`config.mk`:
```
export PLATFORM = sky130hd
export DESIGN_NAME = krt_ctrl
export DESIGN_NICKNAME = d
export VERILOG_FILES = /design/src/krt_pkg.sv /design/src/krt_ctrl.sv
export VERILOG_INCLUDE_DIRS = /design/src /design/src/src
export SDC_FILE = /design/constraint.sdc
export NUM_CORES = 1
export LEC_CHECK = 0
export ABC_AREA = 1
export BUFFER_PORTS_ARGS = -buffer_cell sky130_fd_sc_hd__buf_2
export CAP_MARGIN = 10
export CORE_MARGIN = 10
export CORE_UTILIZATION = 30
export DETAILED_ROUTE_END_ITERATION = 12
export PLACE_DENSITY = 0.55
export SLEW_MARGIN = 20
export SYNTH_ARGS = -nofsm -noshare
export SYNTH_HDL_FRONTEND = slang
export SYNTH_SLANG_ARGS = --single-unit
```
`constraint.sdc`:
```
create_clock -name clk -period 2.4 [get_ports clk]
set_input_delay 0.72 -clock clk [delete_from_list [all_inputs] [get_ports clk]]
set_output_delay 0.72 -clock clk [all_outputs]
set_load 0.01 [all_outputs]
```
`src/assert_macros.svh`:
```
// Assertion macros shared by the record table modules.
`ifndef ASSERT_MACROS_SVH
`define ASSERT_MACROS_SVH

// Check that cons holds in the same cycle as ante.
`define KRT_ASSERT_IMP(label, ante, cons, msg) \
    label: assert property (@(posedge clk) disable iff (!rst_n) (ante) |-> (cons)) \
        else $error(msg);

// Check that cons holds in the cycle after ante.
`define KRT_ASSERT_NXT(label, ante, cons, msg) \
    label: assert property (@(posedge clk) disable iff (!rst_n) (ante) |=> (cons)) \
        else $error(msg);

`endif

```
`src/krt_pkg.sv`:
```
// Types and constants for the keyed record table.
package krt_pkg;

    // Widest name the item can carry, in bits.
    localparam int NAME_BITS_MAX = 160;

    // Request commands.
    typedef enum logic [1:0] {
        CMD_INSERT = 2'd0,
        CMD_DELETE = 2'd1,
        CMD_LIST   = 2'd2
    } cmd_t;

    // Result status codes.
    typedef enum logic [2:0] {
        RS_INSERTED  = 3'd0,
        RS_DUPLICATE = 3'd1,
        RS_FULL      = 3'd2,
        RS_DELETED   = 3'd3,
        RS_NOTFOUND  = 3'd4,
        RS_ENTRY     = 3'd5,
        RS_EMPTY     = 3'd6
    } status_t;

    // Controller states.
    typedef enum logic [2:0] {
        S_IDLE,
        S_SEARCH,
        S_SHIFT,
        S_RESULT,
        S_LIST_RD,
        S_LIST_OUT
    } state_t;

    // Input item.
    typedef struct packed {
        logic [1:0]  command;
        logic [31:0] key;
        logic [63:0] name_low;
        logic [63:0] name_mid;
        logic [31:0] name_high;
        logic [7:0]  age;
    } req_item_t;

    // Result item.
    typedef struct packed {
        logic [2:0]  status;
        logic [31:0] out_key;
        logic [63:0] out_name_low;
        logic [63:0] out_name_mid;
        logic [31:0] out_name_high;
        logic [7:0]  out_age;
        logic [4:0]  position;
        logic        last;
    } rsp_item_t;

    // One stored record.
    typedef struct packed {
        logic [31:0] key;
        logic [63:0] name_low;
        logic [63:0] name_mid;
        logic [31:0] name_high;
        logic [7:0]  age;
    } rec_t;

    // Commands from controller to datapath.
    typedef struct packed {
        logic    load_req;
        logic    ptr_clr;
        logic    step;
        logic    hit_latch;
        logic    load_found;
        logic    shift_wr;
        logic    write_new;
        logic    count_dec;
        logic    out_load;
        status_t status;
    } dp_cmd_t;

    // Status from datapath to controller.
    typedef struct packed {
        logic hit;
        logic scan_done;
        logic empty;
        logic full;
        logic list_last;
        logic out_free;
    } dp_stat_t;

endpackage

```
`src/krt_ctrl.sv`:
```
// Controller state machine of the record table.
`include "assert_macros.svh"

module krt_ctrl
    import krt_pkg::*;
(
    input  logic       clk,
    input  logic       rst_n,
    input  logic       req_valid,
    input  logic [1:0] req_command,
    input  dp_stat_t   stat,
    output logic       req_stall,
    output dp_cmd_t    cmd
);

    state_t  state_reg;
    state_t  state_next;
    cmd_t    op_reg;
    cmd_t    op_next;
    status_t res_reg;
    status_t res_next;

    // State register.
    always_ff @(posedge clk or negedge rst_n)
    begin
        if (!rst_n)
        begin
            state_reg <= S_IDLE;
            op_reg    <= CMD_INSERT;
            res_reg   <= RS_INSERTED;
        end
        else
        begin
            state_reg <= state_next;
            op_reg    <= op_next;
            res_reg   <= res_next;
        end
    end

    // Next state and datapath commands.
    always_comb
    begin
        state_next = state_reg;
        op_next    = op_reg;
        res_next   = res_reg;
        cmd        = '0;
        cmd.status = res_reg;
        req_stall  = (state_reg != S_IDLE);
        unique case (state_reg)
            S_IDLE:
            begin
                if (req_valid)
                begin
                    cmd.load_req = 1'b1;
                    cmd.ptr_clr  = 1'b1;
                    priority if (req_command == CMD_INSERT)
                    begin
                        op_next    = CMD_INSERT;
                        state_next = S_SEARCH;
                    end
                    else if (req_command == CMD_DELETE)
                    begin
                        op_next    = CMD_DELETE;
                        state_next = S_SEARCH;
                    end
                    else if (req_command == CMD_LIST)
                    begin
                        op_next = CMD_LIST;
                        if (stat.empty)
                        begin
                            res_next   = RS_EMPTY;
                            state_next = S_RESULT;
                        end
                        else
                        begin
                            state_next = S_LIST_RD;
                        end
                    end
                    else
                    begin
                        // drop an unknown command
                        state_next = S_IDLE;
                    end
                end
            end
            S_SEARCH:
            begin
                priority if (stat.hit)
                begin
                    cmd.hit_latch = 1'b1;
                    if (op_reg == CMD_INSERT)
                    begin
                        res_next   = RS_DUPLICATE;
                        state_next = S_RESULT;
                    end
                    else
                    begin
                        cmd.load_found = 1'b1;
                        state_next     = S_SHIFT;
                    end
                end
                else if (stat.scan_done)
                begin
                    if (op_reg == CMD_INSERT)
                    begin
                        res_next = stat.full ? RS_FULL : RS_INSERTED;
                    end
                    else
                    begin
                        res_next = RS_NOTFOUND;
                    end
                    state_next = S_RESULT;
                end
                else
                begin
                    cmd.step = 1'b1;
                end
            end
            S_SHIFT:
            begin
                if (stat.scan_done)
                begin
                    res_next   = RS_DELETED;
                    state_next = S_RESULT;
                end
                else
                begin
                    cmd.step     = 1'b1;
                    cmd.shift_wr = 1'b1;
                end
            end
            S_RESULT:
            begin
                if (stat.out_free)
                begin
                    cmd.out_load  = 1'b1;
                    cmd.write_new = (res_reg == RS_INSERTED);
                    cmd.count_dec = (res_reg == RS_DELETED);
                    state_next    = S_IDLE;
                end
            end
            S_LIST_RD:
            begin
                cmd.step   = 1'b1;
                state_next = S_LIST_OUT;
            end
            S_LIST_OUT:
            begin
                cmd.status = RS_ENTRY;
                if (stat.out_free)
                begin
                    cmd.out_load = 1'b1;
                    state_next   = stat.list_last ? S_IDLE : S_LIST_RD;
                end
            end
            default:
            begin
                state_next = S_IDLE;
            end
        endcase
    end

    `KRT_ASSERT_IMP(a_search_op, state_reg == S_SEARCH, op_reg == CMD_INSERT || op_reg == CMD_DELETE, "search without insert or delete")

endmodule

```
Word-level counts from Yosys, hierarchy flattened. Cells that the tools add are included.

Register bits after elaboration: 8. Output and inout port bits: 13. Word-level logic and storage cells: 72.

Equal/unequal tests: 18. Multiplexer cells: 41. Reductions and logical operators: 10.

Operators by type and width (number): 3-bit 2-to-1 mux (22); 2-bit 2-to-1 mux (9); 3-bit one-hot mux with 6 select lines (1); 2-bit inequality test (second input constant) (8); 3-bit by 2-bit == test with 1-bit output (second input constant) (3); 3-bit one-hot mux with 3 select lines (1); 9-bit AND reduction (1); 3-bit nonzero test (3); 3-bit == test (second input constant) (2); 3-bit zero test (2); 1-bit 2-to-1 mux (6); 3-bit inequality test (second input constant) (2); 3-bit AND reduction (2); 2-bit zero test (2); 3-bit by 1-bit == test with 1-bit output (second input constant) (1); 1-bit one-hot mux with 3 select lines (1); 2-bit by 1-bit == test with 1-bit output (second input constant) (1); 2-bit == test (second input constant) (1); 1-bit one-hot mux with 2 select lines (1).

Logic depth before layout (Yosys ltp). Gate-level depths: netlist (run 1).

Depth in word-level cells: 6. Mapped depth: 8.

Least setup slack after synthesis (run 1). OpenSTA, ideal clock, no wires.

Path kind: input to output. Start: in stat[0] (netlist bit). End: out cmd[5] (netlist bit). Arrival time: 1.179 ns. Data required time: 1.680 ns. Slack: 0.501 ns. Stages: 2. Path buffers: 0. Path through: nand2_1 -> nor4_1.

RTL lines: from (decl) (line krt_ctrl.sv:11) `input dp_stat_t stat,`; to (decl) (line krt_ctrl.sv:13) `output dp_cmd_t cmd`.

==> results of run 1 <==
layer usage:
metal	part of all wire, %	track usage, %	up-vias
met4	2.1	4.62	0
met5	0	0	-
met2	50	14.8	17
met1	44	10.1	324
li1	-	-	383
met3	4.6	1.82	4
kinds of logic after synthesis:
logic type,count (synthesis),synth area share [%]
AOI/OAI and AO/OA,13,11.1
buffers and inverters,22,13.7
and+or+nand+nor,65,45.8
DFF,8,29.5
worst max-delay path: cells and delay by family, from the launching register on:
kind,cells,cell delay (ns)
DFF,1,0.55
and+or+nand+nor,3,0.54
buffers and inverters,2,0.21
cells in the final DEF (no fill, tap or decap):
| cell | Yosys | layout |
|---|---|---|
| a21oi_1 | 2 | 2 |
| inv_2 | 4 | 4 |
| nand3_1 | 10 | 10 |
| dfrtp_1 | 8 | 8 |
| nor3_1 | 1 | 1 |
| inv_4 | 1 | 1 |
| nor2_1 | 8 | 8 |
| or2_2 | 1 | 1 |
| nor2_4 | 2 | 2 |
| nand4_1 | 1 | 1 |
| nor2_2 | 3 | 3 |
| clkbuf_4 | 0 | 3 |
| nand3b_1 | 1 | 1 |
| inv_1 | 15 | 15 |
| nand2_1 | 33 | 33 |
| nand2_4 | 1 | 1 |
| o21a_1 | 1 | 1 |
| a21oi_2 | 2 | 2 |
| o21ai_0 | 7 | 7 |
| nor4_1 | 1 | 1 |
| o21ai_1 | 1 | 1 |
| buf_2 | 0 | 23 |
| nand3_2 | 1 | 1 |
| or2_1 | 2 | 2 |
cell type report:
cell class              count  area share, %
flip-flops and latches      8           24.0
multi-input cells          78           46.1
clock buffers               3           2.69
repair buffers             23           13.8
well taps                  28           4.19
inverters                  20           9.28
final timing paths:
path | to | slack [ns] | cells past startpoint
max in group asynchronous | state_reg[0]$_DFFE_PN0P_ | 1.93 | 1
hold reg to reg | res_reg[2]$_DFFE_PN0P_ | 0.48 | 2
setup / recovery | cmd[0] | 0.13 | 5
hold / removal | state_reg[2]$_DFFE_PN0P_ | 0.30 | 1
min in group clk | res_reg[2]$_DFFE_PN0P_ | 0.48 | 2
setup reg to reg | state_reg[2]$_DFFE_PN0P_ | 1.03 | 6
power by group:
part           internal [W]  switching (W)  total (W)
clock network     0.0000573      0.0000475   0.000105
logic              0.000249       0.000421   0.000670
registers          0.000201      0.0000763   0.000278
stage by stage:
step / power [W] / util (%) / hold slack (ns) / instance area (um2) / worst slack [ns]
2_1_floorplan: 0.000779 / - / 0.424 / 678 / 0.501
6_report: 0.00105 / 38.1 / 0.296 / 836 / 0.127
3_3_place_gp: 0.000954 / 37.1 / 0.467 / 813 / 0.319
5_1_grt: 0.00118 / 38.1 / 0.297 / 836 / 0.0167
3_5_place_dp: 0.000958 / 37.1 / 0.468 / 813 / 0.313
4_1_cts: 0.00107 / 38.1 / 0.298 / 836 / 0.123
==> summary.txt, run 1 <==
Final layout
  – Final net count: 145
  – Finished Layout Cells: 160
  – Register area: 200 um2
  – Fill cells: 243
  – Area delta synth->final: 23.2%
  – Share of cells above drive strength 1: 31.1%
  – N_diodes: 0
  – Area of the multi-input gates: 385 um2

Power
  – Maximum VDD drop: 0.516 mV
  – Leakage: 0.507 nW
  – Pwr Density: 1260 nW/um2

Drt
  – 1st-pass router iterations: 4
  – Drt drc: 0
  – Routed Wire Length: 1.81 mm
  – Antenna Nets Post-Route: 0
  – Drt wl/cell: 11.3 um
  – Vias: 728
  – DRT iter0 DRCs: 19
  – Routed vias/inst: 4.55

CTS
  – Hold-fix buffers, CTS: 0
  – Post-CTS setup buffer count: 0
  – CTS tree: done
  – Clk_lat worst skew: 0.26 ns
  – Clock transition at path regs: 0.06 ns
  – CTS Buf Count: 3
  – Clock H-tree levels: 1
  – CTS resizes: 0
  – CTS root buffer: clkbuf_4
  – Num Clock Sinks: 8
  – Clock buffer depth: 2

Logic synthesis
  – Main area contributors after synthesis: dfrtp_1 (30%), nand2_1 (18%), inv_1 (8.3%)
  – Post-synthesis cell area: 678 um2
  – Avg Inst Size Synth: 6.28 um2
  – Post-synthesis async set-or-reset flop share: 100%
  – Number of synthesized register bits: 8
  – Post-synthesis sequential area ratio: 29.5%
  – Yosys cell types: 23
  – Count leader, synth: nand2_1
  – Post-synth top area share: 29.5%
  – Yosys warns: 0
  – EDFF count, synth: 0
  – Post-Syn Nets: 119
  – Synth Flop Type: dfrtp_1
  – Post-synth top area cell: dfrtp_1
  – Post-synthesis cell count: 108
  – Top cells by count, synth: nand2_1 (33), inv_1 (15), nand3_1 (10)

Floorplanning
  – Core region area: 2190 um2
  – Row count: 17
  – Die area: 4560 um2
  – Die height: 67.5 um
  – # IOs: 24
  – Initial core utilization: 31.0%
  – Die X: 67.5 um

STA
  – Slew Limit Fails: 0
  – Fmax: 0.440 GHz
  – Setup TNS: 0 ns
  – Clock skew: 0.00447 ns
  – Final Setup Violations: 0
  – Relative slew slack: 75.9%
  – Hold Vio Cnt, Final: 0
  – Unrepaired setup endpoints after global routing: no
  – Ratio of final minimum period to clock period: 94.7%
  – Worst slew pin tran: 0.361 ns
  – Min Tclk post-route: 2.27 ns

Worst setup path
  – Critical path type: reg2out
  – Worst path max stage delay: 0.55 ns
  – Crit path max-delay cell type: dfrtp_1
  – CP Data Required Time: 1.68 ns
  – Reg2Reg Launch Point: state_reg[1]$_DFFE_PN0P_
  – CP Max Fanout: 9
  – Worst-path cell chain: nor2_2, nand2_1, inv_1, or2_2, buf_2
  – Crit path from: state_reg[1]$_DFFE_PN0P_
  – Worst setup EP type: output port
  – Critical path arrival: 1.55 ns
  – Crit start category: flop

Outcome
  – Status: finished, final reports clean

Global route
  – Total grt overflow: 0
  – Vias in the first global route: 746
  – First-pass GRT wire length: 3.15 mm
  – Initial antenna violation count: 0
  – Pin count of the biggest net entering global routing: 10
  – GRT Overall Usage: 8.74%

Placed design
  – Routability cong.: 0.843
  – Post-DP HPWL: 1.58 mm
  – Placed insts: 157
  – Port Buf Inserts: 23

Min path
  – Hold Path Class: in2async

Flow run
  – Maximum Capacitance Violations: 0
Note: power is estimated with default switching activity, not from simulation.
==> run 2: changes to the inputs <==
--- a/config.mk
+++ b/config.mk
@@ -9,10 +9,9 @@
 export ABC_AREA = 1
 export BUFFER_PORTS_ARGS = -buffer_cell sky130_fd_sc_hd__buf_2
 export CAP_MARGIN = 10
-export CORE_MARGIN = 10
 export CORE_UTILIZATION = 30
 export DETAILED_ROUTE_END_ITERATION = 12
-export PLACE_DENSITY = 0.55
+export PLACE_DENSITY_LB_ADDON = 0.15
 export SLEW_MARGIN = 20
 export SYNTH_ARGS = -nofsm -noshare
 export SYNTH_HDL_FRONTEND = slang
==> run 2 against run 1 <==
  * Fmax grew 0.47%
  * Combinational power hardly changed
  * Sequential cell count did not move
  * Critical endpoint unchanged
  * Largest cell class unchanged
==> summary.txt, run 2 (same netlist as run 1, synthesis figures left out) <==
Placed design
  – Port Buf Inserts: 23 (unchanged)
  – Routability cong.: 0.829 (was 0.843)
  – Post-DP HPWL: 1.36 mm (was 1.58 mm)
  – Placement Setup Slack: 0.317 ns (was 0.313 ns)

CTS
  – Clock buffer depth: 2 (unchanged)
  – CTS tree: done (unchanged)
  – CTS Buf Count: 3 (unchanged)
  – CTS root buffer: clkbuf_4 (unchanged)
  – Hold-fix buffers, CTS: 0 (unchanged)
  – Post-CTS setup buffer count: 0 (unchanged)
  – Num Clock Sinks: 8 (unchanged)
  – CTS resizes: 0 (unchanged)
  – Clock transition at path regs: 0.05 ns (was 0.06 ns)
  – Clk_lat worst skew: 0.25 ns (was 0.26 ns)
  – Clock H-tree levels: 1 (unchanged)

Floorplanning
  – # IOs: 24 (unchanged)
  – Row count: 16 (was 17)
  – Die area: 2450 um2 (was 4560 um2)
  – Core region area: 2040 um2 (was 2190 um2)
  – Die height: 49.5 um (was 67.5 um)
  – Die X: 49.5 um (was 67.5 um)
  – Initial core utilization: 33.2% (was 31.0%)

Power
  – Power, Total: 0.00104 W (was 0.00105 W)
  – Maximum VDD drop: 0.462 mV (was 0.516 mV)
  – Leakage: 0.507 nW (unchanged)
  – Pwr Density: 1250 nW/um2 (was 1260 nW/um2)

Global route
  – Pin count of the biggest net entering global routing: 10 (unchanged)
  – GRT Overall Usage: 15.4% (was 8.74%)
  – Initial antenna violation count: 0 (unchanged)
  – Total grt overflow: 0 (unchanged)
  – Vias in the first global route: 698 (was 746)
  – First-pass GRT wire length: 2.91 mm (was 3.15 mm)

Drt
  – Routed Wire Length: 1.58 mm (was 1.81 mm)
  – Antenna Nets Post-Route: 0 (unchanged)
  – Routed vias/inst: 4.58 (was 4.55)
  – Drt drc: 0 (unchanged)
  – DRT iter0 DRCs: 8 (was 19)
  – Vias: 729 (was 728)
  – Drt wl/cell: 9.91 um (was 11.3 um)
  – 1st-pass router iterations: 4 (unchanged)

Final layout
  – N_diodes: 0 (unchanged)
  – Area delta synth->final: 23.1% (was 23.2%)
  – Commonest non-fill, non-tap cell in the layout: nand2_1 (unchanged)
  – Fill cells: 253 (was 243)
  – Post-Route Utilization: 40.9% (was 38.1%)
  – Final net count: 145 (unchanged)
  – Register area: 200 um2 (unchanged)
  – Commonest cells after routing, fill and taps aside: nand2_1 (33), buf_2 (23), inv_1 (15) (unchanged)
  – Area of the multi-input gates: 385 um2 (unchanged)
  – Share of cells above drive strength 1: 31.1% (unchanged)

Outcome
  – Status: finished, final reports clean (unchanged)

Min path
  – Hold Path Class: in2async (unchanged)

STA
  – Final Setup Violations: 0 (unchanged)
  – Setup TNS: 0 ns (unchanged)
  – Hold Vio Cnt, Final: 0 (unchanged)
  – Relative slew slack: 75.8% (was 75.9%)
  – Fmax: 0.442 GHz (was 0.440 GHz)
  – Unrepaired setup endpoints after global routing: no (unchanged)
  – Ratio of final minimum period to clock period: 94.3% (was 94.7%)
  – Clock skew: 0.000766 ns (was 0.00447 ns)
  – Slew Limit Fails: 0 (unchanged)
  – Min Tclk post-route: 2.26 ns (was 2.27 ns)
  – Fin worst setup slack: 0.137 ns (was 0.127 ns)
  – Worst slew pin tran: 0.363 ns (was 0.361 ns)

Worst setup path
  – Worst-path cell chain: nor2_2, nand2_1, inv_1, or2_2, buf_2 (unchanged)
  – CP Max Fanout: 9 (unchanged)
  – Critical path type: reg2out (unchanged)
  – CP bufs+invs: 2 (unchanged)
  – FF-to-FF path depth: 7 (was 6)
  – Crit path depth: 5 (unchanged)
  – Worst path max stage delay: 0.55 ns (about the same)
  – Critical path arrival: 1.54 ns (was 1.55 ns)
  – Reg2Reg Launch Point: state_reg[1]$_DFFE_PN0P_ (unchanged)
  – Worst setup EP type: output port (unchanged)
  – Kind of cell adding the most delay to the critical path: flip-flops (unchanged)
  – Crit path from: state_reg[1]$_DFFE_PN0P_ (unchanged)
  – Crit start category: flop (unchanged)
  – CP Data Required Time: 1.68 ns (about the same)
  – Crit path max-delay cell type: dfrtp_1 (unchanged)

Flow run
  – Maximum Capacitance Violations: 0 (unchanged)
[run 2: cell counts in the layout (fill, tap and decap cells not counted)]
No cell type changed its count.
[run 2: final cells by class]
cell class / count / area share, %
multi-input combinational: 78 / 46.2
sequential: 8 / 24.0
timing repair buffer: 23 / 13.8
inverter: 20 / 9.30
tap: 27 / 4.05
clock buffer: 3 / 2.70
[run 2: worst paths after layout]
path / endpoint / slack, ns
worst max-delay path: cmd[0] / 0.14
worst min-delay path: state_reg[1]$_DFFE_PN0P_ / 0.30
worst max register to register: res_reg[0]$_DFFE_PN0P_ / 1.00
worst min register to register: res_reg[2]$_DFFE_PN0P_ / 0.49
max in group asynchronous: res_reg[2]$_DFFE_PN0P_ / 1.93
min in group clk: res_reg[2]$_DFFE_PN0P_ / 0.49
[run 2: per-stage QoR]
stage                     cells  cell area (um2)  hold WS (ns)
after global placement      156              812         0.464
after global routing        159              835         0.310
final                       159              835         0.303
after detailed placement    156              812         0.470
after floorplan             108              678         0.424
after CTS                   159              835         0.306
[run 2: power by group]
part,switching (W),total [W],leakage [nW],internal [W]
clock,0.0000404,0.0000973,0.0138,0.0000569
sequential,0.0000736,0.000275,0.0993,0.000202
combinational,0.000422,0.000670,0.394,0.000248
[run 2: metal layers]
metal,wire (um),track usage [%],vias to the layer above
met5,0,0,-
met4,10,4.29,0
met3,72,4.63,2
met2,696,24.1,20
met1,795,20.2,320
li1,-,-,387
[run 2: worst register-to-register path, cell delays in order, from the launching register on]
cell     delay [ns]
dfrtp_1        0.55
inv_4          0.09
nand3_2        0.14
nor2_2         0.07
nor2_2         0.15
nand3_1        0.15
nand2_1        0.09
nand2_1        0.05
